**src/hw/rtl/pmt_pkg.sv**
```systemverilog
// ----------------------------------------------------------------------------
// pmt_pkg: shared types, constants and helpers
// Item layout carried down the pipeline, register indexes, mode codes and
// the square root digit step.
// ----------------------------------------------------------------------------
package pmt_pkg;

    // Register indexes on the configuration port
    localparam logic REG_MODE      = 1'b0;
    localparam logic REG_THRESHOLD = 1'b1;

    typedef enum logic [1:0] {
        MODE_ABS    = 2'd0,
        MODE_LOG10  = 2'd1,
        MODE_SQRT   = 2'd2,
        MODE_SQUARE = 2'd3
    } pmt_mode_t;

    // Iteration stages: one log2 squaring round each
    localparam int LOG_ROUNDS  = 32;
    // Iteration stages that also do two square root digit steps each
    localparam int SQRT_STAGES = 20;

    // round(log10(2) * 2^32)
    localparam logic [30:0] LOG10_2_Q32 = 31'd1292913986;

    localparam logic [63:0] LOG_ZERO_VALUE = 64'h8000_0000_0000_0000;

    // Item state between iteration stages
    typedef struct packed {
        pmt_mode_t   mode;
        logic [31:0] mag;    // |pixel|
        logic [31:0] a;      // clamped magnitude
        logic        a_zero;
        logic [4:0]  n;      // top set bit of a
        logic [31:0] m;      // mantissa, Q1.31
        logic [31:0] frac;   // log2 fraction bits
        logic [41:0] rem;    // square root remainder
        logic [39:0] root;   // square root partial result
    } pmt_item_t;

    // Item state after the multiply stage
    typedef struct packed {
        pmt_mode_t   mode;
        logic [31:0] mag;
        logic        a_zero;
        logic        neg;
        logic [39:0] root;
        logic [35:0] prod_hi; // integer part of log2 times constant
        logic [63:0] prod;    // fraction times constant, or the square
    } pmt_scaled_t;

    typedef struct packed {
        logic [41:0] rem;
        logic [39:0] root;
    } pmt_sqrt_t;

    // One digit of floor(sqrt(a * 2^48)); digit index i counts down from 39
    function automatic pmt_sqrt_t sqrt_step(input logic [41:0] rem,
                                            input logic [39:0] root,
                                            input logic [31:0] a,
                                            input logic [5:0]  i);
        pmt_sqrt_t   res;
        logic [1:0]  pair;
        logic [6:0]  pos;
        logic [31:0] shifted;
        logic [43:0] rem_w;
        logic [43:0] trial;
        pos     = {i, 1'b0};
        shifted = a >> (pos - 7'd48);
        pair    = (pos >= 7'd48) ? shifted[1:0] : 2'b00;
        rem_w   = {rem, pair};
        trial   = {2'b00, root, 2'b01};
        if (rem_w >= trial) begin
            rem_w    = rem_w - trial;
            res.root = {root[38:0], 1'b1};
        end
        else begin
            res.root = {root[38:0], 1'b0};
        end
        res.rem = rem_w[41:0];
        return res;
    endfunction

endpackage

```
**src/hw/rtl/pmt_scale.sv**
```systemverilog
// ----------------------------------------------------------------------------
// pmt_scale: multiply stage
// Forms |log2| and scales it by log10(2); the same multiplier squares the
// magnitude in square mode.
// ----------------------------------------------------------------------------
module pmt_scale
    import pmt_pkg::*;
(
    input  logic        clk,
    input  logic        rst_n,
    input  logic        en,
    input  logic        in_valid,
    input  pmt_item_t   in_item,
    output logic        out_valid,
    output pmt_scaled_t out_item
);

    logic        valid_reg;
    pmt_scaled_t item_reg;
    pmt_scaled_t item_next;

    always_comb
    begin
        logic        neg;
        logic [4:0]  hi;
        logic [31:0] lo;
        logic [31:0] op_a;
        logic [31:0] op_b;
        neg = (in_item.n < 5'd16);
        // |log2(a)| as integer part hi and fraction lo
        if (!neg) begin
            hi = in_item.n - 5'd16;
            lo = in_item.frac;
        end
        else if (in_item.frac == 32'd0) begin
            hi = 5'd16 - in_item.n;
            lo = 32'd0;
        end
        else begin
            hi = 5'd15 - in_item.n;
            lo = 32'd0 - in_item.frac;
        end
        op_a = (in_item.mode == MODE_SQUARE) ? in_item.mag : lo;
        op_b = (in_item.mode == MODE_SQUARE) ? in_item.mag : {1'b0, LOG10_2_Q32};
        item_next.mode    = in_item.mode;
        item_next.mag     = in_item.mag;
        item_next.a_zero  = in_item.a_zero;
        item_next.neg     = neg;
        item_next.root    = in_item.root;
        item_next.prod_hi = 36'(hi) * 36'(LOG10_2_Q32);
        item_next.prod    = 64'(op_a) * 64'(op_b);
    end

    always_ff @(posedge clk or negedge rst_n)
    begin
        if (!rst_n) begin
            valid_reg <= 1'b0;
        end
        else if (en) begin
            valid_reg <= in_valid;
        end
    end

    always_ff @(posedge clk)
    begin
        if (en) begin
            item_reg <= item_next;
        end
    end

    assign out_valid = valid_reg;
    assign out_item  = item_reg;

endmodule

```
**config.mk**
```make
export PLATFORM = sky130hd
export DESIGN_NAME = pmt_scale
export DESIGN_NICKNAME = d
export VERILOG_FILES = /design/src/hw/rtl/pmt_pkg.sv /design/src/hw/rtl/pmt_scale.sv
export SDC_FILE = /design/constraint.sdc
export NUM_CORES = 2
export LEC_CHECK = 0
export ABC_AREA = 1
export BUFFER_PORTS_ARGS = -buffer_cell sky130_fd_sc_hd__buf_4
export CAP_MARGIN = 20
export CORE_AREA = 2 2 328 330
export DETAILED_ROUTE_END_ITERATION = 6
export DIE_AREA = 0 0 330 332
export HOLD_SLACK_MARGIN = 0.08
export PLACE_DENSITY_LB_ADDON = 0.12
export SYNTH_ARGS = -nofsm -noshare
export SYNTH_HDL_FRONTEND = slang
export SYNTH_SLANG_ARGS = --single-unit
```
**constraint.sdc**
```tcl
create_clock -name clk -period 1.15 [get_ports clk]
set_input_delay 0 -clock clk [delete_from_list [all_inputs] [get_ports clk]]
set_output_delay 0 -clock clk [all_outputs]
set_load 0.01 [all_outputs]
```
==> impl_results.md <==
* Grt ovf at 0
* Critical Path End Type: register
* Routed WL at between 150000 and 200000 um
* Crit path to: out_item[28]
* Reg2reg end: out_valid
* First-pass GRT wire length at 263000 um
* Max_cap viols at 0
* Critical Path Start Type: primary input
* Reg2Reg Depth at 1
* Yosys warnings at 0
* Synth Instances at between 5000 and 6000
* Worst min path class: in2reg
* Most common cell after layout, fill and taps aside: inv_1
* Vias at 37900
* Post-DP HPWL at roughly 150000 um
* Number of cell rows at 120
* Die Height at ~330 um
* Crit path max-delay family: adder cells
* Failing checks: DRC, setup timing
* Clock Skews at 0 ns
* Reg-to-Reg Start: out_valid
* Syn nets at between 6000 and 7000
* Post-Syn Area per Cell at between 8 and 9 sq um
* DRC at 40
* Ys flop type: edfxtp_1
* Sequential area share after synthesis at approximately an eighth
* Flops & latches, synth at between 150 and 200
* Arr. time, crit path at 7.42 ns
* Vias in the first global route at 40900
* Share of layout cells above drive strength 1 at about 33%
* Reg-to-reg setup timing slack at approximately 0.40 ns
* Setup ws final at -5.89 ns
* CP max stage cell: fa_2
* CP startpoint: in_item[98]
* Hold depth at 5
* Crit path max fanout at 9
* Total global-route track usage at 33.6%
* Initial antenna violation count at 8
* Fill cells at 10100
* WP buf/inv at 10
* DRT Pass-1 Iters at 7
* FMAX at ~140 MHz
* Reg clk slew, reported paths at 0.12 ns
* Final setup viols at slightly above 90
* Drt wl/cell at about 23 um
* Die X at roughly 330 um
* Clock Tree Buf Depth at 2
* Final hold violations at 0
* Req. time, crit path at about 1.5 ns
* Slowest stage delay, CP at 0.61 ns
* Largest net degree at the start of global routing at 30
* FF+latch area at approximately 0.0051 sq mm
* Core box area at 0.106 sq mm
* Post-layout util at 55.5%
* CTS sink count at 170
* Antenna-violating nets left at 0
* Period utilization at 612%
* Post-layout min period at 7.04 ns
* Cts bufs inserted at 17
* Gpl congestion at 1.04
* CP Class: in2reg
* Clk Latency, worst-skew pair at roughly 0.53 ns
* Post-synthesis async set-or-reset flop share at less than 1%
* Initial Util at between 30% and 40%
* Synth area leaders: fa_1 (43%), inv_1 (14%), edfxtp_1 (12%)
* Post-synth EDFFs at around 170
* Most area-hungry cell type in the Yosys netlist: fa_1
* Full die area at 0.110 sq mm
* TritonCTS clock tree: done
* Mapped Area at between 0.04 and 0.05 sq mm
* Root Buffer: clkbuf_16
* Crit. path cell count at 34
* Outcome: finished with violations
* I/O Buffers at approximately 290
* Initial DRC count at about 3000
* Top-area cell type share of the netlist area at ~43%
* Synth-to-layout area growth at 39.9%
* Slew Viols, Final at 0
* Vias per inst at 4.91
* RSZ-0062 raised after global routing: yes
* Count of different cell masters after synthesis at 46
* Multi-input gate area at between 0.03 and 0.04 sq mm
* H-tree lvl count at 4
* Commonest cells after routing, fill and taps aside: inv_1 (1424), buf_4 (1095), fa_1 (844)
* Ports at around 400
* Final net count at around 7700
* Cell mode on critical path: fa_1
routing by layer:
layer / vias to the layer above / global-route usage, % / share of wire [%] / wire length, um
li1: 17000 / - / - / -
met1: 19000 / 42.9 / 39 / 70600
met2: 1472 / 54.7 / 47 / 83200
met3: 423 / 6.03 / 7.7 / 13700
met4: 8 / 17.0 / 6.3 / 11200
met5: - / 0 / 0.029 / 51
flip-flops by register name, indices dropped and copies added, names as in the netlist:
| register | cells |
|---|---|
| out_item | 169 |
| out_valid | 1 |
through the flow:
stage	std cells	setup slack (ns)	hold WS [ns]	area, sq um	setup TNS [ns]
2_1_floorplan	5084	-5.43	-0.296	43500	-344.70
3_3_place_gp	7521	-6.94	-0.225	53800	-441.51
3_5_place_dp	7521	-6.97	-0.224	53800	-443.89
4_1_cts	7696	-5.77	0.0375	57700	-360.98
5_1_grt	7717	-6.08	0.0925	59000	-378.92
6_report	7719	-5.89	0.0708	59000	-364.14
layout make-up:
class                      instances  share of cell area, %
multi-input combinational       3248                   58.4
timing repair buffer            1323                   19.1
inverter                        1540                   9.88
sequential                       170                   8.65
tap                             1403                   2.98
clock buffer                      17                  0.721
clock inverter                    15                  0.295
antenna                            3                 0.0127
Yosys cell counts, types with 28 or more instances:
| library cell | number |
|---|---|
| a21oi_1 | 103 |
| clkbuf_1 | 69 |
| edfxtp_1 | 169 |
| fa_1 | 899 |
| ha_1 | 297 |
| inv_1 | 1519 |
| nand2_1 | 1070 |
| nand2_2 | 31 |
| nand3_1 | 161 |
| nor2_1 | 486 |
| o21ai_0 | 28 |
| xor2_1 | 58 |
logic make-up (layout without fill, tap and decap cells):
family	count (synthesis)	count (layout)	share of synthesized area (%)
other	1	4	0.00890
buffers and inverters	1667	2895	15.2
xor gates and xnor gates	69	69	1.45
and+or+nand+nor	1824	1825	17.6
DFF	170	170	12.1
adders and majority gates	1196	1196	51.5
muxes	1	1	0.0267
AOI/OAI and AO/OA	156	156	2.08
timing repair:
action,4_1_cts,5_1_grt
hold buffers,79,0
resized for setup,484,301
setup buffers,66,22
hold endpoints to repair,87,0
pin swaps,238,149
setup endpoints to repair,108,109
cloned,2,0
how the worst min path moves through the flow:
stage / startpoint / endpoint / slack (ns)
floorplan: rst_n / out_valid / -0.30
global placement: rst_n / out_valid / -0.22
detailed placement: rst_n / out_valid / -0.22
CTS: in_item[148] / out_item[86] / 0.04
global route: in_item[148] / out_item[86] / 0.09
finish: in_item[149] / out_item[87] / 0.07
tightest hold or removal path, delay by kind of cell:
kind	cells	cell delay, ns
buffers and inverters	4	0.41
xor gates and xnor gates	1	0.08
Power is not shown: default switching activity piles up to over one toggle a cycle in this logic, so the estimate is an artifact.
