<file path="src/hw/rtl/pmt_pkg.sv">
// ----------------------------------------------------------------------------
// pmt_pkg: shared types, constants and helpers
// Item layout carried down the pipeline, register indexes, mode codes and
// the square root digit step.
// ----------------------------------------------------------------------------
package pmt_pkg;

    // Register indexes on the configuration port
    localparam logic REG_MODE      = 1'b0;
    localparam logic REG_THRESHOLD = 1'b1;

    typedef enum logic [1:0] {
        MODE_ABS    = 2'd0,
        MODE_LOG10  = 2'd1,
        MODE_SQRT   = 2'd2,
        MODE_SQUARE = 2'd3
    } pmt_mode_t;

    // Iteration stages: one log2 squaring round each
    localparam int LOG_ROUNDS  = 32;
    // Iteration stages that also do two square root digit steps each
    localparam int SQRT_STAGES = 20;

    // round(log10(2) * 2^32)
    localparam logic [30:0] LOG10_2_Q32 = 31'd1292913986;

    localparam logic [63:0] LOG_ZERO_VALUE = 64'h8000_0000_0000_0000;

    // Item state between iteration stages
    typedef struct packed {
        pmt_mode_t   mode;
        logic [31:0] mag;    // |pixel|
        logic [31:0] a;      // clamped magnitude
        logic        a_zero;
        logic [4:0]  n;      // top set bit of a
        logic [31:0] m;      // mantissa, Q1.31
        logic [31:0] frac;   // log2 fraction bits
        logic [41:0] rem;    // square root remainder
        logic [39:0] root;   // square root partial result
    } pmt_item_t;

    // Item state after the multiply stage
    typedef struct packed {
        pmt_mode_t   mode;
        logic [31:0] mag;
        logic        a_zero;
        logic        neg;
        logic [39:0] root;
        logic [35:0] prod_hi; // integer part of log2 times constant
        logic [63:0] prod;    // fraction times constant, or the square
    } pmt_scaled_t;

    typedef struct packed {
        logic [41:0] rem;
        logic [39:0] root;
    } pmt_sqrt_t;

    // One digit of floor(sqrt(a * 2^48)); digit index i counts down from 39
    function automatic pmt_sqrt_t sqrt_step(input logic [41:0] rem,
                                            input logic [39:0] root,
                                            input logic [31:0] a,
                                            input logic [5:0]  i);
        pmt_sqrt_t   res;
        logic [1:0]  pair;
        logic [6:0]  pos;
        logic [31:0] shifted;
        logic [43:0] rem_w;
        logic [43:0] trial;
        pos     = {i, 1'b0};
        shifted = a >> (pos - 7'd48);
        pair    = (pos >= 7'd48) ? shifted[1:0] : 2'b00;
        rem_w   = {rem, pair};
        trial   = {2'b00, root, 2'b01};
        if (rem_w >= trial) begin
            rem_w    = rem_w - trial;
            res.root = {root[38:0], 1'b1};
        end
        else begin
            res.root = {root[38:0], 1'b0};
        end
        res.rem = rem_w[41:0];
        return res;
    endfunction

endpackage

</file>
<file path="src/hw/rtl/pmt_front.sv">
// ----------------------------------------------------------------------------
// pmt_front: input stage
// Magnitude, threshold clamp and normalization of the clamped value.
// ----------------------------------------------------------------------------
module pmt_front
    import pmt_pkg::*;
(
    input  logic        clk,
    input  logic        rst_n,
    input  logic        en,
    input  logic        in_valid,
    input  logic [31:0] pixel,
    input  pmt_mode_t   mode,
    input  logic [30:0] threshold,
    output logic        out_valid,
    output pmt_item_t   out_item
);

    logic      valid_reg;
    pmt_item_t item_reg;
    pmt_item_t item_next;

    // Magnitude, clamp and leading-one normalize
    always_comb
    begin
        logic [31:0] mag;
        logic [31:0] a;
        logic [4:0]  n;
        mag = pixel[31] ? (32'd0 - pixel) : pixel;
        a   = (mag < {1'b0, threshold}) ? {1'b0, threshold} : mag;
        n   = 5'd0;
        for (int k = 0; k < 32; k++) begin
            if (a[k]) begin
                n = 5'(k);
            end
        end
        item_next.mode   = mode;
        item_next.mag    = mag;
        item_next.a      = a;
        item_next.a_zero = (a == 32'd0);
        item_next.n      = n;
        item_next.m      = a << (5'd31 - n);
        item_next.frac   = 32'd0;
        item_next.rem    = 42'd0;
        item_next.root   = 40'd0;
    end

    always_ff @(posedge clk or negedge rst_n)
    begin
        if (!rst_n) begin
            valid_reg <= 1'b0;
        end
        else if (en) begin
            valid_reg <= in_valid;
        end
    end

    always_ff @(posedge clk)
    begin
        if (en) begin
            item_reg <= item_next;
        end
    end

    assign out_valid = valid_reg;
    assign out_item  = item_reg;

endmodule

</file>
<file path="config.mk">
export PLATFORM = sky130hd
export DESIGN_NAME = pmt_front
export DESIGN_NICKNAME = d
export VERILOG_FILES = /design/src/hw/rtl/pmt_pkg.sv /design/src/hw/rtl/pmt_front.sv
export SDC_FILE = /design/constraint.sdc
export NUM_CORES = 1
export LEC_CHECK = 0
export BUFFER_PORTS_ARGS = -buffer_cell sky130_fd_sc_hd__buf_2
export CORE_UTILIZATION = 30
export DETAILED_ROUTE_END_ITERATION = 10
export PLACE_DENSITY_LB_ADDON = 0.25
export SYNTH_ARGS = -nofsm -noshare
export SYNTH_HDL_FRONTEND = slang
export SYNTH_SLANG_ARGS = --single-unit
</file>
<file path="constraint.sdc">
create_clock -name clk -period 1.6 [get_ports clk]
set_input_delay 0.32 -clock clk [delete_from_list [all_inputs] [get_ports clk]]
set_output_delay 0.32 -clock clk [all_outputs]
set_load 0.005 [all_outputs]
</file>
==> impl_metrics.ini <==
[logic_synthesis]
synth-seq-area-share = 0.3412
asyncSetResetFlopFracSynth = 0.009524
yosysUniqueCellTypes = 94
synth-main-ff-cell = edfxtp_1
yosys_warnings = 0
ys_seq_elements = 105
per_instance_average_area_after_synthesis_um2 = 9.218
netlist_instances = 1001
synth.cell_area_mm2 = 0.009228
number_of_flops_mapped_to_enable_cells_by_yosys = 104

[worst_setup_path]
required_ns = 1.72
regToRegEndpoint = out_valid
worstSetupPathType = input pin to register
timing.reg2reg.setup_slack_ns = 0.84
worst-endpoint-arrival_ns = 5.48
startpoint_type = input pin
critPathLaunch = pixel[5]
timing.rr.start = out_valid
cp_endpoint_kind = register
critical_path.max_fanout = 6
rr_worst_depth = 1

[clock_network]
cts.sink_count = 105
ctsHtreeMaxLevel = 3
clock_latency_ns = 0.37
clock_tree.buffer_depth = 2
cts_made_buffers = 9
clkTransAtPathRegs_ns = 0.07
tritoncts = yes
cts-root-buf = clkbuf_16

[global_route]
grt_start_max_net_pins = 56
grt_usage = 0.2358
first_global_vias = 9947
grt_remaining_overflow = 0
first_pass_grt_wire_length_mm = 56.45
grt_antenna_before_repair = 0

[power_and_ir_drop]
netSwitchingPower_mw = 5.425
p_seq_frac = 0.261
power_report.internal_total_mw = 9.021
power.density_mw_per_mm2 = 911.3
comb_power_share = 0.590
power.share.clock = 0.149
p_sw_frac = 0.3755
worst_ir_drop_vdd_mv = 0.5741
leakagePower_nw = 6.958

[placement]
placedInstanceArea_mm2 = 0.01322
routability_congestion = 0.9214
placement.io_buffers = 173
dp_hpwl_mm = 29.14

[floorplan]
die-area_mm2 = 0.03146
pin_count = 288
die_w_um = 177.4
die_h_um = 177.4
rows = 63
start_util = 0.3081
design.core.area_mm2 = 0.02995

[timing]
worst_slew_pin_slew_ns = 0.5876
hold_violations = 0
setup_viol_count_final = 92
final.setup.worst_slack_ns = -3.762
max-slew-margin-rel = 0.6083
fmax_mhz = 186.5
finalCritPeriodShare = 3.351
worst_skew_ns = 0
setup_repair_after_global_routing_missed_its_margin = yes
timing_max_transition_violations_final = 0
layout_min_cycle_time_ns = 5.362

[detailed_routing]
drt_drc_violations_left = 0
detailedRoute.firstIterationViolations = 820
vias = 10266
detail_route.vias_per_cell = 5.180
wire_per_inst_um = 19.22
ant_nets = 0
drt-pass1-iter-count = 5
drt_wl_total_mm = 38.10

[hold_path]
timing.hold.worst_endpoint = out_item[217]
min-delay-path-class = input pin to register
startpoint_of_the_most_critical_hold_path = mode[1]
min_path_cells = 1

[layout]
areaGrowthSynthToFinish_pct = 71.80
share_of_post_route_cells_with_drive_strength_above_1 = 0.5660
nNetsFinal = 1687
stdcell_area_mm2 = 0.01585
antenna_cells_inserted = 0
fin_util = 0.5292
layout_commonest_cell = buf_4
layout_common_cells = buf_4 (350), buf_2 (170), conb_1 (115)
fill_cell_instance_count_of_the_final_layout = 2711

[run_status]
violations = setup timing
outcome = complete, but fails checks

[job]
drv.max_cap_violation_count = 0
[critical path: stages]
cell and delay [ns]:
buf_6 0.09, or4_4 0.56, or4_4 0.44, o31ai_4 0.22
xnor2_2 0.12, ha_1 0.31, nand4_1 0.12, or3_4 0.42
a221oi_4 0.28, buf_4 0.18, o31ai_4 0.09, nand3_4 0.12
mux2_4 0.35, a2111oi_4 0.41, and2_4 0.28, inv_8 0.06
a2111oi_2 0.21, nor4_1 0.11, buf_4 0.15, a222oi_1 0.33
buf_4 0.18, buf_4 0.09, nor2_1 0.03
[cell families after synthesis]
family	share of synthesized area
compound gates	0.2325
xor+xnor	0.02753
fa+ha+maj	0.04203
buf+inv	0.1490
flops	0.3412
mux	0.05858
other cells	0.0004064
simple gates	0.1487
[repair_timing]
item | 4_1_cts | 5_1_grt
hold buffers | 1 | 0
gates resized for setup | 243 | 136
pin swaps | 66 | 34
endpoints found under the setup margin | 93 | 93
setup buffers | 54 | 40
cloned | 5 | 1
endpoints found under the hold margin | 1 | 0
[layer usage]
metal	routed length [µm]	global-route usage
met1	16640	0.3140
met2	18370	0.4012
met3	2351	0.03021
met4	746	0.05912
met5	0	0
[cell type report]
class                      instances  area, µm²  area share
timing repair inverter             1      6.256   0.0003946
multi-input combinational        781       6705      0.4230
clock buffer                      11      232.7     0.01468
clock inverter                     5      41.29    0.002605
timing repair buffer             627       4959      0.3128
tap                              390      488.0     0.03078
inverter                          62      272.8     0.01721
sequential                       105       3148      0.1986
[power groups by stage]
stage / combinational [mW] / sequential [mW] / clock [mW]
after floorplan: 3.18 / 3.88 / 0
after global placement: 6.39 / 3.83 / 0
after detailed placement: 6.41 / 3.84 / 0
after CTS: 7.66 / 3.78 / 2.21
after global routing: 9.01 / 3.81 / 2.30
final: 8.52 / 3.77 / 2.15
[state kept, by name (all words and copies together), names as in the netlist]
signal / flops
out_valid: 1
out_item: 104
[worst max path at each step]
stage                          to  cells after the start
floorplan           out_item[143]                     22
global placement    out_item[128]                     23
detailed placement  out_item[128]                     23
CTS                 out_item[140]                     22
global route        out_item[140]                     20
finish              out_item[128]                     23
[metrics by stage]
step	total power, mW	worst slack [ns]	setup TNS, ns	instances	hold WS [ns]
2_1_floorplan	7.061	-3.782	-216.39	1115	0.02441
3_3_place_gp	10.23	-4.242	-242.92	1895	0.09451
3_5_place_dp	10.25	-4.272	-247.11	1895	0.09489
4_1_cts	13.65	-3.604	-197.85	1957	0.1157
5_1_grt	15.12	-3.873	-215.67	1982	0.1226
6_report	14.45	-3.762	-206.63	1982	0.1234
[cells in the mapped netlist (8+ instances only)]
master	number	area share
nor4_1	21	0.014
a211oi_1	34	0.028
edfxtp_1	104	0.34
buf_4	119	0.097
nand3_1	13	0.0071
xnor2_1	24	0.023
o31ai_1	10	0.0081
o21ai_0	43	0.023
a221oi_1	8	0.0076
a21oi_1	48	0.026
mux2i_1	38	0.041
ha_1	31	0.042
o22ai_1	12	0.0081
mux2_2	11	0.013
nor3_1	31	0.017
clkbuf_1	25	0.010
nand4_1	15	0.010
o211ai_1	14	0.011
nand2_1	52	0.021
and2_1	8	0.0054
a31oi_1	9	0.0061
buf_2	13	0.0071
nor2_1	66	0.027
or3_1	10	0.0068
a21o_1	16	0.013
inv_1	58	0.024
No activity file was read; power rests on OpenSTA's default activity.
