`config.mk`:
```
export PLATFORM = sky130hd
export DESIGN_NAME = pmt_iter
export DESIGN_NICKNAME = d
export VERILOG_FILES = /design/src/hw/rtl/pmt_pkg.sv /design/src/hw/rtl/pmt_iter.sv
export SDC_FILE = /design/constraint.sdc
export NUM_CORES = 2
export LEC_CHECK = 0
export BUFFER_PORTS_ARGS = -buffer_cell sky130_fd_sc_hd__buf_4
export CORE_MARGIN = 2
export CORE_UTILIZATION = 62
export CTS_CLUSTER_DIAMETER = 120
export DETAILED_ROUTE_END_ITERATION = 10
export GPL_ROUTABILITY_DRIVEN = 0
export PLACE_DENSITY = 0.88
export SLEW_MARGIN = 30
export SYNTH_ARGS = -nofsm -noshare
export SYNTH_HDL_FRONTEND = slang
export SYNTH_SLANG_ARGS = --single-unit
```
`constraint.sdc`:
```
create_clock -name clk -period 0.93 [get_ports clk]
set_input_delay 0.186 -clock clk [delete_from_list [all_inputs] [get_ports clk]]
set_output_delay 0.186 -clock clk [all_outputs]
set_load 0.005 [all_outputs]
```
`src/hw/rtl/pmt_pkg.sv`:
```
// ----------------------------------------------------------------------------
// pmt_pkg: shared types, constants and helpers
// Item layout carried down the pipeline, register indexes, mode codes and
// the square root digit step.
// ----------------------------------------------------------------------------
package pmt_pkg;

    // Register indexes on the configuration port
    localparam logic REG_MODE      = 1'b0;
    localparam logic REG_THRESHOLD = 1'b1;

    typedef enum logic [1:0] {
        MODE_ABS    = 2'd0,
        MODE_LOG10  = 2'd1,
        MODE_SQRT   = 2'd2,
        MODE_SQUARE = 2'd3
    } pmt_mode_t;

    // Iteration stages: one log2 squaring round each
    localparam int LOG_ROUNDS  = 32;
    // Iteration stages that also do two square root digit steps each
    localparam int SQRT_STAGES = 20;

    // round(log10(2) * 2^32)
    localparam logic [30:0] LOG10_2_Q32 = 31'd1292913986;

    localparam logic [63:0] LOG_ZERO_VALUE = 64'h8000_0000_0000_0000;

    // Item state between iteration stages
    typedef struct packed {
        pmt_mode_t   mode;
        logic [31:0] mag;    // |pixel|
        logic [31:0] a;      // clamped magnitude
        logic        a_zero;
        logic [4:0]  n;      // top set bit of a
        logic [31:0] m;      // mantissa, Q1.31
        logic [31:0] frac;   // log2 fraction bits
        logic [41:0] rem;    // square root remainder
        logic [39:0] root;   // square root partial result
    } pmt_item_t;

    // Item state after the multiply stage
    typedef struct packed {
        pmt_mode_t   mode;
        logic [31:0] mag;
        logic        a_zero;
        logic        neg;
        logic [39:0] root;
        logic [35:0] prod_hi; // integer part of log2 times constant
        logic [63:0] prod;    // fraction times constant, or the square
    } pmt_scaled_t;

    typedef struct packed {
        logic [41:0] rem;
        logic [39:0] root;
    } pmt_sqrt_t;

    // One digit of floor(sqrt(a * 2^48)); digit index i counts down from 39
    function automatic pmt_sqrt_t sqrt_step(input logic [41:0] rem,
                                            input logic [39:0] root,
                                            input logic [31:0] a,
                                            input logic [5:0]  i);
        pmt_sqrt_t   res;
        logic [1:0]  pair;
        logic [6:0]  pos;
        logic [31:0] shifted;
        logic [43:0] rem_w;
        logic [43:0] trial;
        pos     = {i, 1'b0};
        shifted = a >> (pos - 7'd48);
        pair    = (pos >= 7'd48) ? shifted[1:0] : 2'b00;
        rem_w   = {rem, pair};
        trial   = {2'b00, root, 2'b01};
        if (rem_w >= trial) begin
            rem_w    = rem_w - trial;
            res.root = {root[38:0], 1'b1};
        end
        else begin
            res.root = {root[38:0], 1'b0};
        end
        res.rem = rem_w[41:0];
        return res;
    endfunction

endpackage

```
`src/hw/rtl/pmt_iter.sv`:
```
// ----------------------------------------------------------------------------
// pmt_iter: one iteration stage
// One log2 squaring round and, in the first stages, two square root digits.
// ----------------------------------------------------------------------------
module pmt_iter
    import pmt_pkg::*;
(
    input  logic        clk,
    input  logic        rst_n,
    input  logic        en,
    input  logic [5:0]  idx,       // stage number, 1 up to LOG_ROUNDS
    input  logic        in_valid,
    input  pmt_item_t   in_item,
    output logic        out_valid,
    output pmt_item_t   out_item
);

    logic      valid_reg;
    pmt_item_t item_reg;
    pmt_item_t item_next;

    always_comb
    begin
        logic [63:0] sq;
        logic [32:0] sh;
        logic [5:0]  dig;
        pmt_sqrt_t   s1;
        pmt_sqrt_t   s2;
        item_next = in_item;
        // log2 fraction bit: square the mantissa, renormalize on overflow
        sq = {32'd0, in_item.m} * {32'd0, in_item.m};
        sh = sq[63:31];
        if (sh[32]) begin
            item_next.m = sh[32:1];
            item_next.frac[5'(6'd32 - idx)] = 1'b1;
        end
        else begin
            item_next.m = sh[31:0];
        end
        // Square root digits 41-2*idx and 40-2*idx
        dig = 6'd41 - {idx[4:0], 1'b0};
        s1  = sqrt_step(in_item.rem, in_item.root, in_item.a, dig);
        s2  = sqrt_step(s1.rem, s1.root, in_item.a, dig - 6'd1);
        if (idx <= 6'(SQRT_STAGES)) begin
            item_next.rem  = s2.rem;
            item_next.root = s2.root;
        end
    end

    always_ff @(posedge clk or negedge rst_n)
    begin
        if (!rst_n) begin
            valid_reg <= 1'b0;
        end
        else if (en) begin
            valid_reg <= in_valid;
        end
    end

    always_ff @(posedge clk)
    begin
        if (en) begin
            item_reg <= item_next;
        end
    end

    assign out_valid = valid_reg;
    assign out_item  = item_reg;

endmodule

```
==> results.ini, run 1 <==
[run_status]
status = stopped before the end
stop_stage = global routing (5_1_grt)
error_line = [ERROR GRT-0116] Global routing finished with congestion. Check the congestion regions in the DRC Viewer.

[logic_synthesis]
synth_area_leaders = fa_1, edfxtp_1, ha_1
yosys_warnings = 0
netlist_instances = 4530
synthTopCellsByCount = inv_1, fa_1, nand2_1, ha_1, edfxtp_1
syn_area_mm2 = 0.0429
yosysTopAreaCell = fa_1
synth_edf_count = 218
syn_nets = 5927
synthFlopType = edfxtp_1
yosysMostFrequentCell = inv_1
netlist-cell-type-count = 92
synth-seq-cells = 219
async_flop_share = 0.00457
synth-seq-area-share = 0.153
synth_top_area_frac = 0.376
avgSynthCellArea_um2 = 9.46

[die]
die_x_um = 267
io_pins = 447
rows = 96
die_h_um = 267
start_util = 0.625

[placed_design]
place_hpwl_mm = 142
port_buffers = 446

[clock_network]
cts_made_buffers = 24
h-tree-depth = 1
root_buffer = clkbuf_16
cts_buffer_depth = 3
cts_sinks = 219

[grt]
grt_pass1_vias = 65100
grt_use_total = 0.904
grt_pass1_wl_mm = 469
grt-ovfl-total = 2364
grt_max_degree = 29

## per-layer routing
layer	track usage	overflow
met5	0.658	14
met4	0.960	644
met3	0.804	95
met2	1.05	1513
met1	0.844	98
## cell families after synthesis
logic type | share of synthesized area
compound gates | 0.0970
simple gates | 0.118
flops | 0.153
buf+inv | 0.111
fa+ha+maj | 0.482
mux | 0.0128
xor+xnor | 0.0254
## stage by stage
step	hold WS, ns	instance area (µm²)	cells	setup slack (ns)
floorplan	-0.110	43800	4530	-6.56
global placement	-0.0389	55200	6751	-7.41
detailed placement	-0.0378	55200	6751	-7.78
CTS	0.00123	60800	7052	-6.58
## repair_timing
| action | CTS |
|---|---|
| hold buffers | 129 |
| setup endpoints to repair | 365 |
| gates resized for setup | 512 |
| pin swaps | 153 |
| buffers inserted | 115 |
| endpoints found under the hold margin | 128 |
| cloned | 20 |
==> run 2, diff against run 1 <==
Settings changed: CORE_UTILIZATION 62 to 40, CTS_CLUSTER_DIAMETER 120 to not set, PLACE_DENSITY 0.88 to not set, PLACE_DENSITY_LB_ADDON set to 0.15.
==> results.ini, run 2 <==
[route]
routed_wl_mm = 151
wl_per_cell_um = 19.8
wl_met3_mm = 8.36
drt_iter0_markers = 2318
top_layer = met4
wl_met1_mm = 65.8
ant_nets = 0
routed_via_density = 4.96
drc_errors = 0
wl_met2_mm = 72.4
first_pass_iters = 7
vias = 37800

[logic_synthesis]
synthFlopType = edfxtp_1
synth_top_area_frac = 0.376  ; unchanged
netlist-cell-type-count = 92  ; unchanged
avgSynthCellArea_um2 = 9.46  ; unchanged
synth-seq-area-share = 0.153  ; unchanged
yosysTopAreaCell = fa_1
netlist_instances = 4530  ; unchanged
yosysMostFrequentCell = inv_1
synth_edf_count = 218  ; unchanged
synthTopCellsByCount = inv_1, fa_1, nand2_1, ha_1, edfxtp_1
yosys_warnings = 0  ; unchanged
synth-seq-cells = 219  ; unchanged
syn_nets = 5927  ; unchanged
syn_area_mm2 = 0.0429  ; unchanged
synth_area_leaders = fa_1, edfxtp_1, ha_1
async_flop_share = 0.00457  ; unchanged

[timing]
fin_skew_ns = 0
tightest_slew_ns = 0.571
period_share = 7.99
hold_viol = 0
rsz0062_at_grt = yes
maxSlewHeadroom = 0.615
maxSlewViolCount = 0
tns_ns = -747.08
period_needed_ns = 7.43
fin_hold_ws_ns = 0.00457
fmax_mhz = 135
setup_slack_ns = -6.50
setup_viol = 365

[layout]
nFillCells = 9132
nets = 7600
seq_area_mm2 = 0.00657
finalInstanceArea_mm2 = 0.0632
syn_to_final_growth_pct = 47.4
multiInputGateArea_mm2 = 0.0342
final_common_cell = buf_4
post-route-util = 0.592
largest_register_ffs = 218
drive_gt1_frac = 0.358
final_cell_mix = buf_4, inv_1, fa_1, nand2_1, ha_1

[worst_setup_path]
cp_common_cell = fa_1
start_kind = primary input
worstSetupPathType = primary input to register
critPathArrivalTime_ns = 7.73
crit_fanout = 6
cp-end-kind = register
cpPeakStageDelay_ns = 0.60
worst_path_max_delay_cell = fa_2
crit_required_ns = 1.23

[min_path]
hp-class = primary input to register

[grt]
grt_max_degree = 29
antenna_found_initial = 4
grt_pass1_vias = 39700
grt_use_total = 0.272
grt_pass1_wl_mm = 231
grt-ovfl-total = 0

[die]
start_util = 0.402  ; -0.223
die_x_um = 331  ; +24%
rows = 120  ; +25%
die_h_um = 331  ; +24%
io_pins = 447  ; unchanged
core_area_mm2 = 0.107
die-area_mm2 = 0.110

[clock_network]
cts_buffer_depth = 3  ; unchanged
cts_sinks = 219  ; unchanged
clk_pin_slew_worst_paths_ns = 0.08
cts_tree = done
clk_latency_ns = 0.55
cts_made_buffers = 22  ; -8.3%
h-tree-depth = 1  ; unchanged
root_buffer = clkbuf_16

[run_status]
status = finished with violations
violations = setup timing

[placed_design]
place_hpwl_mm = 125  ; -12%
port_buffers = 446  ; unchanged
place_area_mm2 = 0.0561  ; +1.7%

[run]
drv_cap = 0

## run 2: cell counts after synthesis
Identical to the previous run, type by type.
## run 2: cell type report
class	count	share of cell area
Multi-Input combinational cell	3053	0.541
Timing Repair Buffer	1828	0.251
Sequential cell	219	0.104
Inverter	1079	0.0650
Tap cell	1403	0.0278
Clock buffer	26	0.00895
Clock inverter	14	0.00186
Antenna cell	4	0.000158
## run 2: path summary, 6_finish.rpt
check / end / depth (start not counted) / from / slack (ns)
worst max-delay path: out_item[124]$_DFFE_PP_ / 31 / in_item[123] / -6.50
worst min register to register: out_valid$_DFFE_PN0P_ / 1 / out_valid$_DFFE_PN0P_ / 0.51
worst min-delay path: out_item[68]$_DFFE_PP_ / 4 / in_item[68] / 0.005
worst max register to register: out_valid$_DFFE_PN0P_ / 1 / out_valid$_DFFE_PN0P_ / 0.19
min in group asynchronous: out_valid$_DFFE_PN0P_ / 3 / rst_n / 0.48
max in group asynchronous: out_valid$_DFFE_PN0P_ / 3 / rst_n / 0.34
## run 2: stage by stage
| stage | cells | setup WS, ns |
|---|---|---|
| after floorplan | 4530 | -6.56 |
| after global placement | 7276 | -7.36 |
| after detailed placement | 7276 | -7.40 |
| after CTS | 7570 | -6.42 |
| after global routing | 7626 | -6.71 |
| final | 7626 | -6.50 |
## run 2: logic make-up after synthesis
kind of cell,count (synthesis),synth area share
XOR/XNOR,122,0.0254
adder cells (fa/ha/maj),1169,0.482
flip-flops,219,0.153
AO/OA/AOI/OAI,646,0.0970
multiplexers,42,0.0128
AND/OR/NAND/NOR,1074,0.118
buffers and inverters,1258,0.111
## run 2: critical path, delay by kind of cell
| family | cells | cell delay, ns |
|---|---|---|
| simple gates | 2 | 0.20 |
| xor+xnor | 1 | 0.17 |
| buf+inv | 9 | 1.08 |
| fa+ha+maj | 9 | 4.32 |
| compound gates | 10 | 1.78 |
## run 2: metal layers
| layer | track usage | vias up |
|---|---|---|
| met1 | 0.376 | 18900 |
| met4 | 0.0729 | 0 |
| met2 | 0.455 | 1182 |
| met5 | 0 | - |
| li1 | - | 17500 |
| met3 | 0.0278 | 183 |
## run 2: repair_timing
action                     4_1_cts  5_1_grt
setup buffers                   99       66
hold buffers                   144        0
setup endpoints to repair      365      365
gates resized for setup        497      301
hold endpoints to repair       142        0
pin swaps                      161      157
cloned                          17        7
Power of run 2 is not shown: default switching activity piles up to over one toggle a cycle in this logic, so the estimate is an artifact.
