<file path="config.mk">
export PLATFORM = sky130hd
export DESIGN_NAME = pmt_finish
export DESIGN_NICKNAME = d
export VERILOG_FILES = /design/src/hw/rtl/pmt_pkg.sv /design/src/hw/rtl/pmt_finish.sv
export SDC_FILE = /design/constraint.sdc
export NUM_CORES = 1
export LEC_CHECK = 0
export BUFFER_PORTS_ARGS = -buffer_cell sky130_fd_sc_hd__buf_2
export CAP_MARGIN = 20
export CORE_ASPECT_RATIO = 0.5
export CORE_MARGIN = 4
export CORE_UTILIZATION = 49
export CTS_CLUSTER_SIZE = 40
export DETAILED_ROUTE_END_ITERATION = 8
export PLACE_DENSITY = 0.79
export SYNTH_ARGS = -nofsm -noshare
export SYNTH_HDL_FRONTEND = slang
export SYNTH_SLANG_ARGS = --single-unit
</file>
<file path="constraint.sdc">
create_clock -name clk -period 1.15 [get_ports clk]
set_clock_uncertainty 0.05 [all_clocks]
set_input_delay 0.2875 -clock clk [delete_from_list [all_inputs] [get_ports clk]]
set_output_delay 0.2875 -clock clk [all_outputs]
set_load 0.005 [all_outputs]
</file>
<file path="src/hw/rtl/pmt_pkg.sv">
// ----------------------------------------------------------------------------
// pmt_pkg: shared types, constants and helpers
// Item layout carried down the pipeline, register indexes, mode codes and
// the square root digit step.
// ----------------------------------------------------------------------------
package pmt_pkg;

    // Register indexes on the configuration port
    localparam logic REG_MODE      = 1'b0;
    localparam logic REG_THRESHOLD = 1'b1;

    typedef enum logic [1:0] {
        MODE_ABS    = 2'd0,
        MODE_LOG10  = 2'd1,
        MODE_SQRT   = 2'd2,
        MODE_SQUARE = 2'd3
    } pmt_mode_t;

    // Iteration stages: one log2 squaring round each
    localparam int LOG_ROUNDS  = 32;
    // Iteration stages that also do two square root digit steps each
    localparam int SQRT_STAGES = 20;

    // round(log10(2) * 2^32)
    localparam logic [30:0] LOG10_2_Q32 = 31'd1292913986;

    localparam logic [63:0] LOG_ZERO_VALUE = 64'h8000_0000_0000_0000;

    // Item state between iteration stages
    typedef struct packed {
        pmt_mode_t   mode;
        logic [31:0] mag;    // |pixel|
        logic [31:0] a;      // clamped magnitude
        logic        a_zero;
        logic [4:0]  n;      // top set bit of a
        logic [31:0] m;      // mantissa, Q1.31
        logic [31:0] frac;   // log2 fraction bits
        logic [41:0] rem;    // square root remainder
        logic [39:0] root;   // square root partial result
    } pmt_item_t;

    // Item state after the multiply stage
    typedef struct packed {
        pmt_mode_t   mode;
        logic [31:0] mag;
        logic        a_zero;
        logic        neg;
        logic [39:0] root;
        logic [35:0] prod_hi; // integer part of log2 times constant
        logic [63:0] prod;    // fraction times constant, or the square
    } pmt_scaled_t;

    typedef struct packed {
        logic [41:0] rem;
        logic [39:0] root;
    } pmt_sqrt_t;

    // One digit of floor(sqrt(a * 2^48)); digit index i counts down from 39
    function automatic pmt_sqrt_t sqrt_step(input logic [41:0] rem,
                                            input logic [39:0] root,
                                            input logic [31:0] a,
                                            input logic [5:0]  i);
        pmt_sqrt_t   res;
        logic [1:0]  pair;
        logic [6:0]  pos;
        logic [31:0] shifted;
        logic [43:0] rem_w;
        logic [43:0] trial;
        pos     = {i, 1'b0};
        shifted = a >> (pos - 7'd48);
        pair    = (pos >= 7'd48) ? shifted[1:0] : 2'b00;
        rem_w   = {rem, pair};
        trial   = {2'b00, root, 2'b01};
        if (rem_w >= trial) begin
            rem_w    = rem_w - trial;
            res.root = {root[38:0], 1'b1};
        end
        else begin
            res.root = {root[38:0], 1'b0};
        end
        res.rem = rem_w[41:0];
        return res;
    endfunction

endpackage

</file>
<file path="src/hw/rtl/pmt_finish.sv">
// ----------------------------------------------------------------------------
// pmt_finish: rounding and result select
// Rounds the scaled log to 2^-16, applies the sign and picks the result
// for the mode; holds the output register.
// ----------------------------------------------------------------------------
module pmt_finish
    import pmt_pkg::*;
(
    input  logic        clk,
    input  logic        rst_n,
    input  logic        en,
    input  logic        in_valid,
    input  pmt_scaled_t in_item,
    output logic        out_valid,
    output logic [63:0] value,
    output logic        domain_error
);

    logic        valid_reg;
    logic [63:0] value_reg;
    logic [63:0] value_next;
    logic        err_reg;
    logic        err_next;

    always_comb
    begin
        logic [63:0] t;
        logic [63:0] r;
        logic [63:0] v;
        t = {12'd0, in_item.prod_hi, 16'd0} + {16'd0, in_item.prod[63:16]};
        r = (t + 64'h8000_0000) >> 32;
        v = {r[47:0], 16'd0};
        err_next = 1'b0;
        unique case (in_item.mode)
            MODE_ABS:    value_next = {16'd0, in_item.mag, 16'd0};
            MODE_SQUARE: value_next = in_item.prod;
            MODE_SQRT:   value_next = {24'd0, in_item.root};
            MODE_LOG10:
            begin
                if (in_item.a_zero) begin
                    value_next = LOG_ZERO_VALUE;
                    err_next   = 1'b1;
                end
                else begin
                    value_next = in_item.neg ? (64'd0 - v) : v;
                end
            end
            default:     value_next = 64'd0;
        endcase
    end

    always_ff @(posedge clk or negedge rst_n)
    begin
        if (!rst_n) begin
            valid_reg <= 1'b0;
        end
        else if (en) begin
            valid_reg <= in_valid;
        end
    end

    always_ff @(posedge clk)
    begin
        if (en) begin
            value_reg <= value_next;
            err_reg   <= err_next;
        end
    end

    assign out_valid    = valid_reg;
    assign value        = value_reg;
    assign domain_error = err_reg;

endmodule

</file>
==> qor.tcl, run 1 <==
set qor(multiInputGateArea_um2) 5200
set qor(hold_viol_final) 0
set qor(largest_reg_flops) 64
set qor(grt_setup_unrepaired) {yes}
set qor(timing.critical_path.to_type) {register}
set qor(gp_congestion) 0.921
set qor(power.ir.vdd_worst_mv) 0.738
set qor(netlist_area_before_placement_um2) 6100
set qor(leakage_power_nw) 4.82
set qor(worstPathCellList) {buf_2 -> ha_4 -> ha_4 -> a21oi_1 -> o21ai_1 -> a2bb2oi_4 -> buf_6 -> a21boi_4 -> xnor2_1 -> buf_4 -> buf_6 -> ha_4 -> nand3b_1 -> or3_4 -> buf_4 -> buf_6 -> o31ai_4 -> xnor2_1 -> a221oi_1 -> nor2_1}
set qor(post-route-util) 0.896
set qor(routed.top_layer) {met4}
set qor(outcome) {finished, violations left}
set qor(reg2reg_from) {out_valid}
set qor(global_route.usage.total) 0.347
set qor(final_max_slew_viol_count) 0
set qor(number_of_flops_mapped_to_enable_cells_by_yosys) 65
set qor(timing.final.setup_violations) 112
set qor(core_area_um2) 12000
set qor(dominantRegCellSynth) {edfxtp_1}
set qor(worstPathMaxFanout) 6
set qor(drt_iter0_markers) 1172
set qor(min_period_over_period) 3.38
set qor(clock_tree.buffer_depth) 2
set qor(critical_path_arrival_ns) 3.92
set qor(synth-warning-count) 0
set qor(pin_count_of_the_biggest_net_entering_global_routing) 25
set qor(grt_pass1_vias) 7700
set qor(post-route-min-period_ns) 3.89
set qor(netlist_top_cells_area) {edfxtp_1, ha_1, nor2_1}
set qor(drc) 0
set qor(grt-ovfl-total) 0
set qor(netlist_instances) 665
set qor(route.vias.total) 8139
set qor(yosys.area.top_type_share) 0.320
set qor(hold_slack_ns) 0.138
set qor(die-width_um) 166
set qor(met2RoutedLength_mm) 13.5
set qor(synth_area_per_cell_um2) 9.17
set qor(timing.max_slew.rel_slack) 0.534
set qor(clkLatencyLatePin_ns) 0.34
set qor(power.density_nw_per_um2) 1160
set qor(layoutNonFillerInstCount) 1264
set qor(cts_tree) {yes}
set qor(detail_route.first_pass.iterations) 6
set qor(startpoint_type) {input pin}
set qor(sequential_share_of_the_synthesized_area) 0.324
set qor(depth_of_the_cts_h_tree) 3
set qor(synth_simple_gate_area_frac) 0.168
set qor(placementRows) 28
set qor(achievable-frequency_ghz) 0.257
set qor(ant_nets) 0
set qor(layout-area-overhead-vs-synth_pct) 76.0
set qor(routedWlPerCell_um) 23.5
set qor(crit_required_ns) 1.18
set qor(avgViaCountPerCell) 6.44
set qor(multiplexer_share_of_the_synthesized_area) 0.0462
set qor(ff_latch_area_um2) 1980
set qor(slowest_stage_cell_cp) {or3_4}
set qor(fp.dieH_um) 86.9
set qor(n_fill_cell) 548
set qor(timing.critical_path.slowest_cell_delay_ns) 0.45
set qor(critical-path-top-delay-family) {compound AO/OA/AOI/OAI gates}
set qor(startpoint) {in_item[39]}
set qor(cts_inserted_buffers) 9
set qor(synth.largest_area_cell) {edfxtp_1}
set qor(hold_path_startpoint) {in_valid}
set qor(buffer_ports.inserted) 245
set qor(met3WireLength_mm) 3.54
set qor(floorplan.initialDensity) 0.509
set qor(grt_pass1_wl_mm) 40.2
set qor(routed_wl_mm) 29.7
set qor(violated_checks) {negative setup slack}
set qor(xor_and_xnor_area_share_after_synthesis) 0.0400
set qor(synthesized_area_fraction_occupied_by_adder_cells) 0.129
set qor(synth_compound_area_frac) 0.243
set qor(clkSinkCount) 66
set qor(hp-class) {in2reg}
set qor(cts.reportedPaths.clkPinSlew_ns) 0.06
set qor(io-pin-count) 246
set qor(dpl.hpwl_mm) 17.6
set qor(grt_antenna_before_repair) 1
set qor(met1_length_mm) 10.8
set qor(postSynthNetCount) 908
set qor(drive_above_1_share) 0.589
set qor(maxCapViolCount) 0
set qor(place_inst) 1209
set qor(ys_ff_latch) 66
set qor(num-nets-final) 1334
set qor(synth_top_family_by_area) {compound AO/OA/AOI/OAI gates}
set qor(asyncSetResetFlopFracSynth) 0.0152
set qor(dieArea_um2) 14400
set qor(synth.lib_cells_used.distinct) 81
set qor(tightest_slew_ns) 0.696
set qor(buf_inv_stages_crit_path) 6
set qor(setup.worst_path.class) {in2reg}
set qor(setup_slack_ns) -2.74
set qor(setup_total_negative_slack_ns) -120.53
set qor(root_buffer) {clkbuf_16}
[layer usage]
metal | track usage | vias up
met1 | 0.423 | 3762
met3 | 0.0843 | 230
met5 | 0 | -
li1 | - | 3383
met4 | 0.144 | 0
met2 | 0.602 | 764
[final timing paths]
kind                              to  slack [ns]  cells past startpoint
max reg2reg                out_valid        0.36                      1
max                        value[24]       -2.74                     20
max in group asynchronous  out_valid        0.76                      2
min                        out_valid        0.14                      2
min in group asynchronous  out_valid        0.21                      2
min reg2reg                out_valid        0.46                      1
[final cells by class]
cell class,instances,share of cell area
tap,165,0.0192
antenna,3,0.000699
clock inverter,6,0.00828
multi-input combinational,543,0.484
timing repair buffer,447,0.274
inverter,24,0.00839
clock buffer,10,0.0213
sequential,66,0.184
[cells in the final DEF, fill, tap and decap left out, types with 6 or more instances in the layout]
cell       count
edfxtp_1      65
buf_4        177
a21oi_2       11
a21o_1        21
nand2_1       47
nand4_1        8
buf_2        242
a21oi_1       39
nor2b_1        6
o21ai_1        9
ha_1          22
o21ai_4        6
nor3_2         6
a221oi_2       7
nor2_2         6
xnor2_1       15
a221oi_1       7
buf_12         9
a221o_1        8
o21ai_0       21
o31ai_4        6
buf_6         17
ha_4          40
clkbuf_16      9
inv_1         20
xnor2_2        6
mux2i_1       25
a21oi_4        8
nor2_1        77
o21ai_2        9
[through the flow]
step | setup slack [ns] | instance area (um2) | power (mW)
6_report | -2.74 | 10700 | 12.5
5_1_grt | -2.83 | 10700 | 12.9
3_3_place_gp | -2.93 | 9100 | 7.53
4_1_cts | -2.44 | 10400 | 11.6
3_5_place_dp | -2.95 | 9100 | 7.66
2_1_floorplan | -2.50 | 6590 | 5.47
[report_power, final]
part           internal, mW  leakage [nW]  switching, mW
Combinational          3.09          4.03           3.28
Clock                  1.91         0.149           1.21
Sequential             2.91         0.640         0.0645
[cells by family after synthesis]
logic type                 count (synthesis)
DFF                                       66
adders and majority gates                 63
and+or+nand+nor                          213
AOI/OAI and AO/OA                        211
muxes                                     28
xor gates and xnor gates                  27
buffers and inverters                     57
[cells in the mapped netlist (3+ instances only)]
library cell  count
nor2_1           84
buf_6             5
inv_1            24
mux2i_1          27
nor3_1           10
o21ai_1           6
a211o_1           3
a211oi_1          4
o31ai_1           8
o221ai_1          7
and2_1            3
a221oi_1         14
o211ai_1          4
buf_2             3
and3_1            4
or3_1             3
nor4_1            3
nand2b_1          4
a221o_1           9
xor2_1            4
nor2b_1           6
and4_1            3
xnor2_1          22
edfxtp_1         65
nand4_1           8
clkbuf_1         19
a21oi_1          55
nand3_1           8
ha_1             63
o21ai_0          38
o41ai_1           3
o21a_1            5
nand2_1          55
a21o_1           22
clkbuf_8          4
or2_2             5
[repair_timing]
item                                    CTS  global route
hold endpoints to repair                  1             0
gates cloned                              2             0
hold buffers                              1             0
endpoints found under the setup margin  118           124
pin swaps                                55            67
gates resized for setup                 121            58
setup buffers                            24            11
Power figures use the tool's default switching activity.
==> run 2, diff against run 1 <==
--- a/config.mk
+++ b/config.mk
@@ -13,6 +13,7 @@
 export CTS_CLUSTER_SIZE = 40
 export DETAILED_ROUTE_END_ITERATION = 8
 export PLACE_DENSITY = 0.79
+export SKIP_LAST_GASP = 1
 export SYNTH_ARGS = -nofsm -noshare
 export SYNTH_HDL_FRONTEND = slang
 export SYNTH_SLANG_ARGS = --single-unit
==> run 2 against run 1 <==
Net effect:
- the run still ends with negative setup slack left
- design area hardly changed
- sequential power hardly changed
- non-clock buffer count is 2 higher
- hold slack worse by 0.0013 ns
- first-iteration DRC count is 8.6% higher
- global-route usage is 0.94 points lower
- clock power hardly changed
- via count is 2.0% higher
- critical endpoint is now value[30]
- largest cell class unchanged
==> qor.tcl, run 2 (synthesis results as in run 1) <==
set qor(grt_antenna_before_repair) 0 ;# was 1
set qor(gp_congestion) 0.921 ;# unchanged
set qor(hold_path_startpoint) {in_valid} ;# unchanged
set qor(drive_above_1_share) 0.598 ;# was 0.589
set qor(reg2reg_from) {out_valid} ;# unchanged
set qor(cts.reportedPaths.clkPinSlew_ns) 0.06 ;# about the same
set qor(crit_required_ns) 1.19 ;# was 1.18 ns
set qor(final_max_slew_viol_count) 0 ;# unchanged
set qor(dieArea_um2) 14400 ;# unchanged
set qor(largest_reg_flops) 64 ;# unchanged
set qor(critical_path_arrival_ns) 3.89 ;# was 3.92 ns
set qor(regToRegSetupSlack_ns) 0.36 ;# about the same
set qor(achievable-frequency_ghz) 0.259 ;# was 0.257 GHz
set qor(grt_pass1_vias) 7526 ;# was 7,700
set qor(grt_setup_unrepaired) {yes} ;# unchanged
set qor(min_period_over_period) 3.35 ;# was 3.38
set qor(num-nets-final) 1336 ;# was 1,334
set qor(power.density_nw_per_um2) 1170 ;# was 1160 nW/um2
set qor(maxCapViolCount) 0 ;# unchanged
set qor(post-route-util) 0.896 ;# about the same
set qor(grt-ovfl-total) 0 ;# unchanged
set qor(layout_common_cells) {buf_2, buf_4, nor2_1, edfxtp_1, nand2_1} ;# unchanged
set qor(worstRegToRegCells) 1 ;# unchanged
set qor(pin_count_of_the_biggest_net_entering_global_routing) 25 ;# unchanged
set qor(post-route-min-period_ns) 3.86 ;# was 3.89 ns
set qor(tightest_slew_ns) 0.757 ;# was 0.696 ns
set qor(power.ir.vdd_worst_mv) 0.821 ;# was 0.738 mV
set qor(leakage_power_nw) 4.85 ;# was 4.82 nW
set qor(avgViaCountPerCell) 6.57 ;# was 6.44
set qor(timing.critical_path.to_type) {register} ;# unchanged
set qor(io-pin-count) 246 ;# unchanged
set qor(placed_area_um2) 9100 ;# unchanged
set qor(hold-path-endpoint) {out_valid} ;# unchanged
set qor(buffer_ports.inserted) 245 ;# unchanged
set qor(depth_of_the_cts_h_tree) 3 ;# unchanged
set qor(route.vias.total) 8303 ;# was 8,139
set qor(cts_inserted_buffers) 9 ;# unchanged
set qor(r2r_end) {out_valid} ;# unchanged
set qor(drt_iter0_markers) 1273 ;# was 1,172
set qor(timing.max_slew.rel_slack) 0.493 ;# was 0.534
set qor(root_buffer) {clkbuf_16} ;# unchanged
set qor(hold_viol_final) 0 ;# unchanged
set qor(floorplan.initialDensity) 0.509 ;# unchanged
set qor(violated_checks) {negative setup slack} ;# unchanged
set qor(detail_route.first_pass.iterations) 8 ;# was 6
set qor(layout-area-overhead-vs-synth_pct) 76.1 ;# was 76.0%
set qor(timing.final.setup_violations) 114 ;# was 112
set qor(setup_slack_ns) -2.71 ;# was -2.74 ns
set qor(ant_nets) 0 ;# unchanged
set qor(whs_path_depth) 2 ;# unchanged
set qor(global_route.usage.total) 0.338 ;# was 0.347
set qor(layoutNonFillerInstCount) 1263 ;# was 1,264
set qor(core_area_um2) 12000 ;# unchanged
set qor(clock_tree.buffer_depth) 2 ;# unchanged
set qor(grt_pass1_wl_mm) 39.0 ;# was 40.2 mm
set qor(routedWlPerCell_um) 24.1 ;# was 23.5 um
set qor(place_inst) 1209 ;# unchanged
set qor(die-width_um) 166 ;# unchanged
set qor(placementRows) 28 ;# unchanged
set qor(clkSinkCount) 66 ;# unchanged
set qor(worstPathMaxFanout) 5 ;# was 6
set qor(routed_wl_mm) 30.5 ;# was 29.7 mm
set qor(insertedDiodeCount) 0 ;# was 3
set qor(startpoint_type) {input pin} ;# unchanged
set qor(hp-class) {in2reg} ;# unchanged
set qor(drc) 0 ;# unchanged
set qor(cts_tree) {yes} ;# unchanged
set qor(outcome) {finished, violations left} ;# unchanged
set qor(clkLatencyLatePin_ns) 0.34 ;# about the same
set qor(fp.dieH_um) 86.9 ;# unchanged
set qor(setup.worst_path.class) {in2reg} ;# unchanged
set qor(dpl.hpwl_mm) 17.6 ;# unchanged
set qor(fin_area_um2) 10700 ;# about the same
set qor(layout.cells.most_common) {buf_2} ;# unchanged
-- run 2: cell types whose count changed in the layout (fill, tap and decap cells not counted), sizes merged --
cell   before  now
diode       3    0
buf       446  448
-- run 2: final cells by class --
type | instances | area (um2)
inverter | 24 | 90.1
clock buffer | 10 | 229
multi-input combinational | 543 | 5190
tap | 165 | 206
sequential | 66 | 1980
timing repair buffer | 449 | 2960
fill | 534 | 1240
clock inverter | 6 | 88.8
-- run 2: per-layer routing --
layer  routed length [um]  share of wire  vias to the layer above  global-route usage
met5                    0              0                        -                   0
li1                     -              -                     3394                   -
met2                13900           0.46                      817               0.585
met3                 3620           0.12                      243              0.0839
met1                10700           0.35                     3849               0.419
met4                 2200          0.072                        0               0.117
-- run 2: timing repair --
action                                  in CTS  in global routing
resized for setup                          110                 77
hold buffers                                 1                  0
pin swaps                                   54                 55
endpoints found under the hold margin        1                  0
gates cloned                                 2                  0
endpoints found under the setup margin     118                126
buffers inserted                            24                 13
-- run 2: report_power, final --
part | internal (mW) | total (mW) | leakage [nW] | switching [mW]
registers | 2.91 | 2.98 | 0.640 | 0.0652
clock network | 1.91 | 3.12 | 0.149 | 1.21
logic | 3.08 | 6.44 | 4.06 | 3.35
total | 7.90 | 12.5 | 4.85 | 4.63
-- run 2: critical path, stage by stage --
cell and delay, ns:
buf_2 0.12, ha_4 0.24, ha_4 0.28, buf_12 0.11, a21oi_4 0.07, o211ai_1 0.26
buf_4 0.20, nand3_1 0.19, o211ai_1 0.32, buf_4 0.19, nor2_2 0.05, xnor2_2 0.17
buf_4 0.18, or2_2 0.33, o41ai_2 0.40, xnor2_1 0.14, a221oi_2 0.25, nor2_1 0.08
-- run 2: worst max-delay path by stage --
stage | start | end | slack, ns | cells after the start
after floorplan | in_item[35] | value[33] | -2.50 | 14
after global placement | in_item[34] | value[35] | -2.93 | 16
after detailed placement | in_item[38] | value[35] | -2.95 | 17
after CTS | in_item[34] | value[35] | -2.44 | 15
after global routing | in_item[77] | value[43] | -2.87 | 19
final | in_item[77] | value[30] | -2.71 | 18
-- run 2: metrics by stage --
step / setup WS, ns / hold slack [ns] / total power, mW / setup TNS (ns)
3_5_place_dp: -2.95 / 0.0150 / 7.66 / -137.23
4_1_cts: -2.44 / 0.133 / 11.6 / -110.75
3_3_place_gp: -2.93 / 0.0125 / 7.53 / -133.97
5_1_grt: -2.87 / 0.140 / 12.9 / -128.62
6_report: -2.71 / 0.136 / 12.5 / -120.44
2_1_floorplan: -2.50 / -0.0581 / 5.47 / -104.99
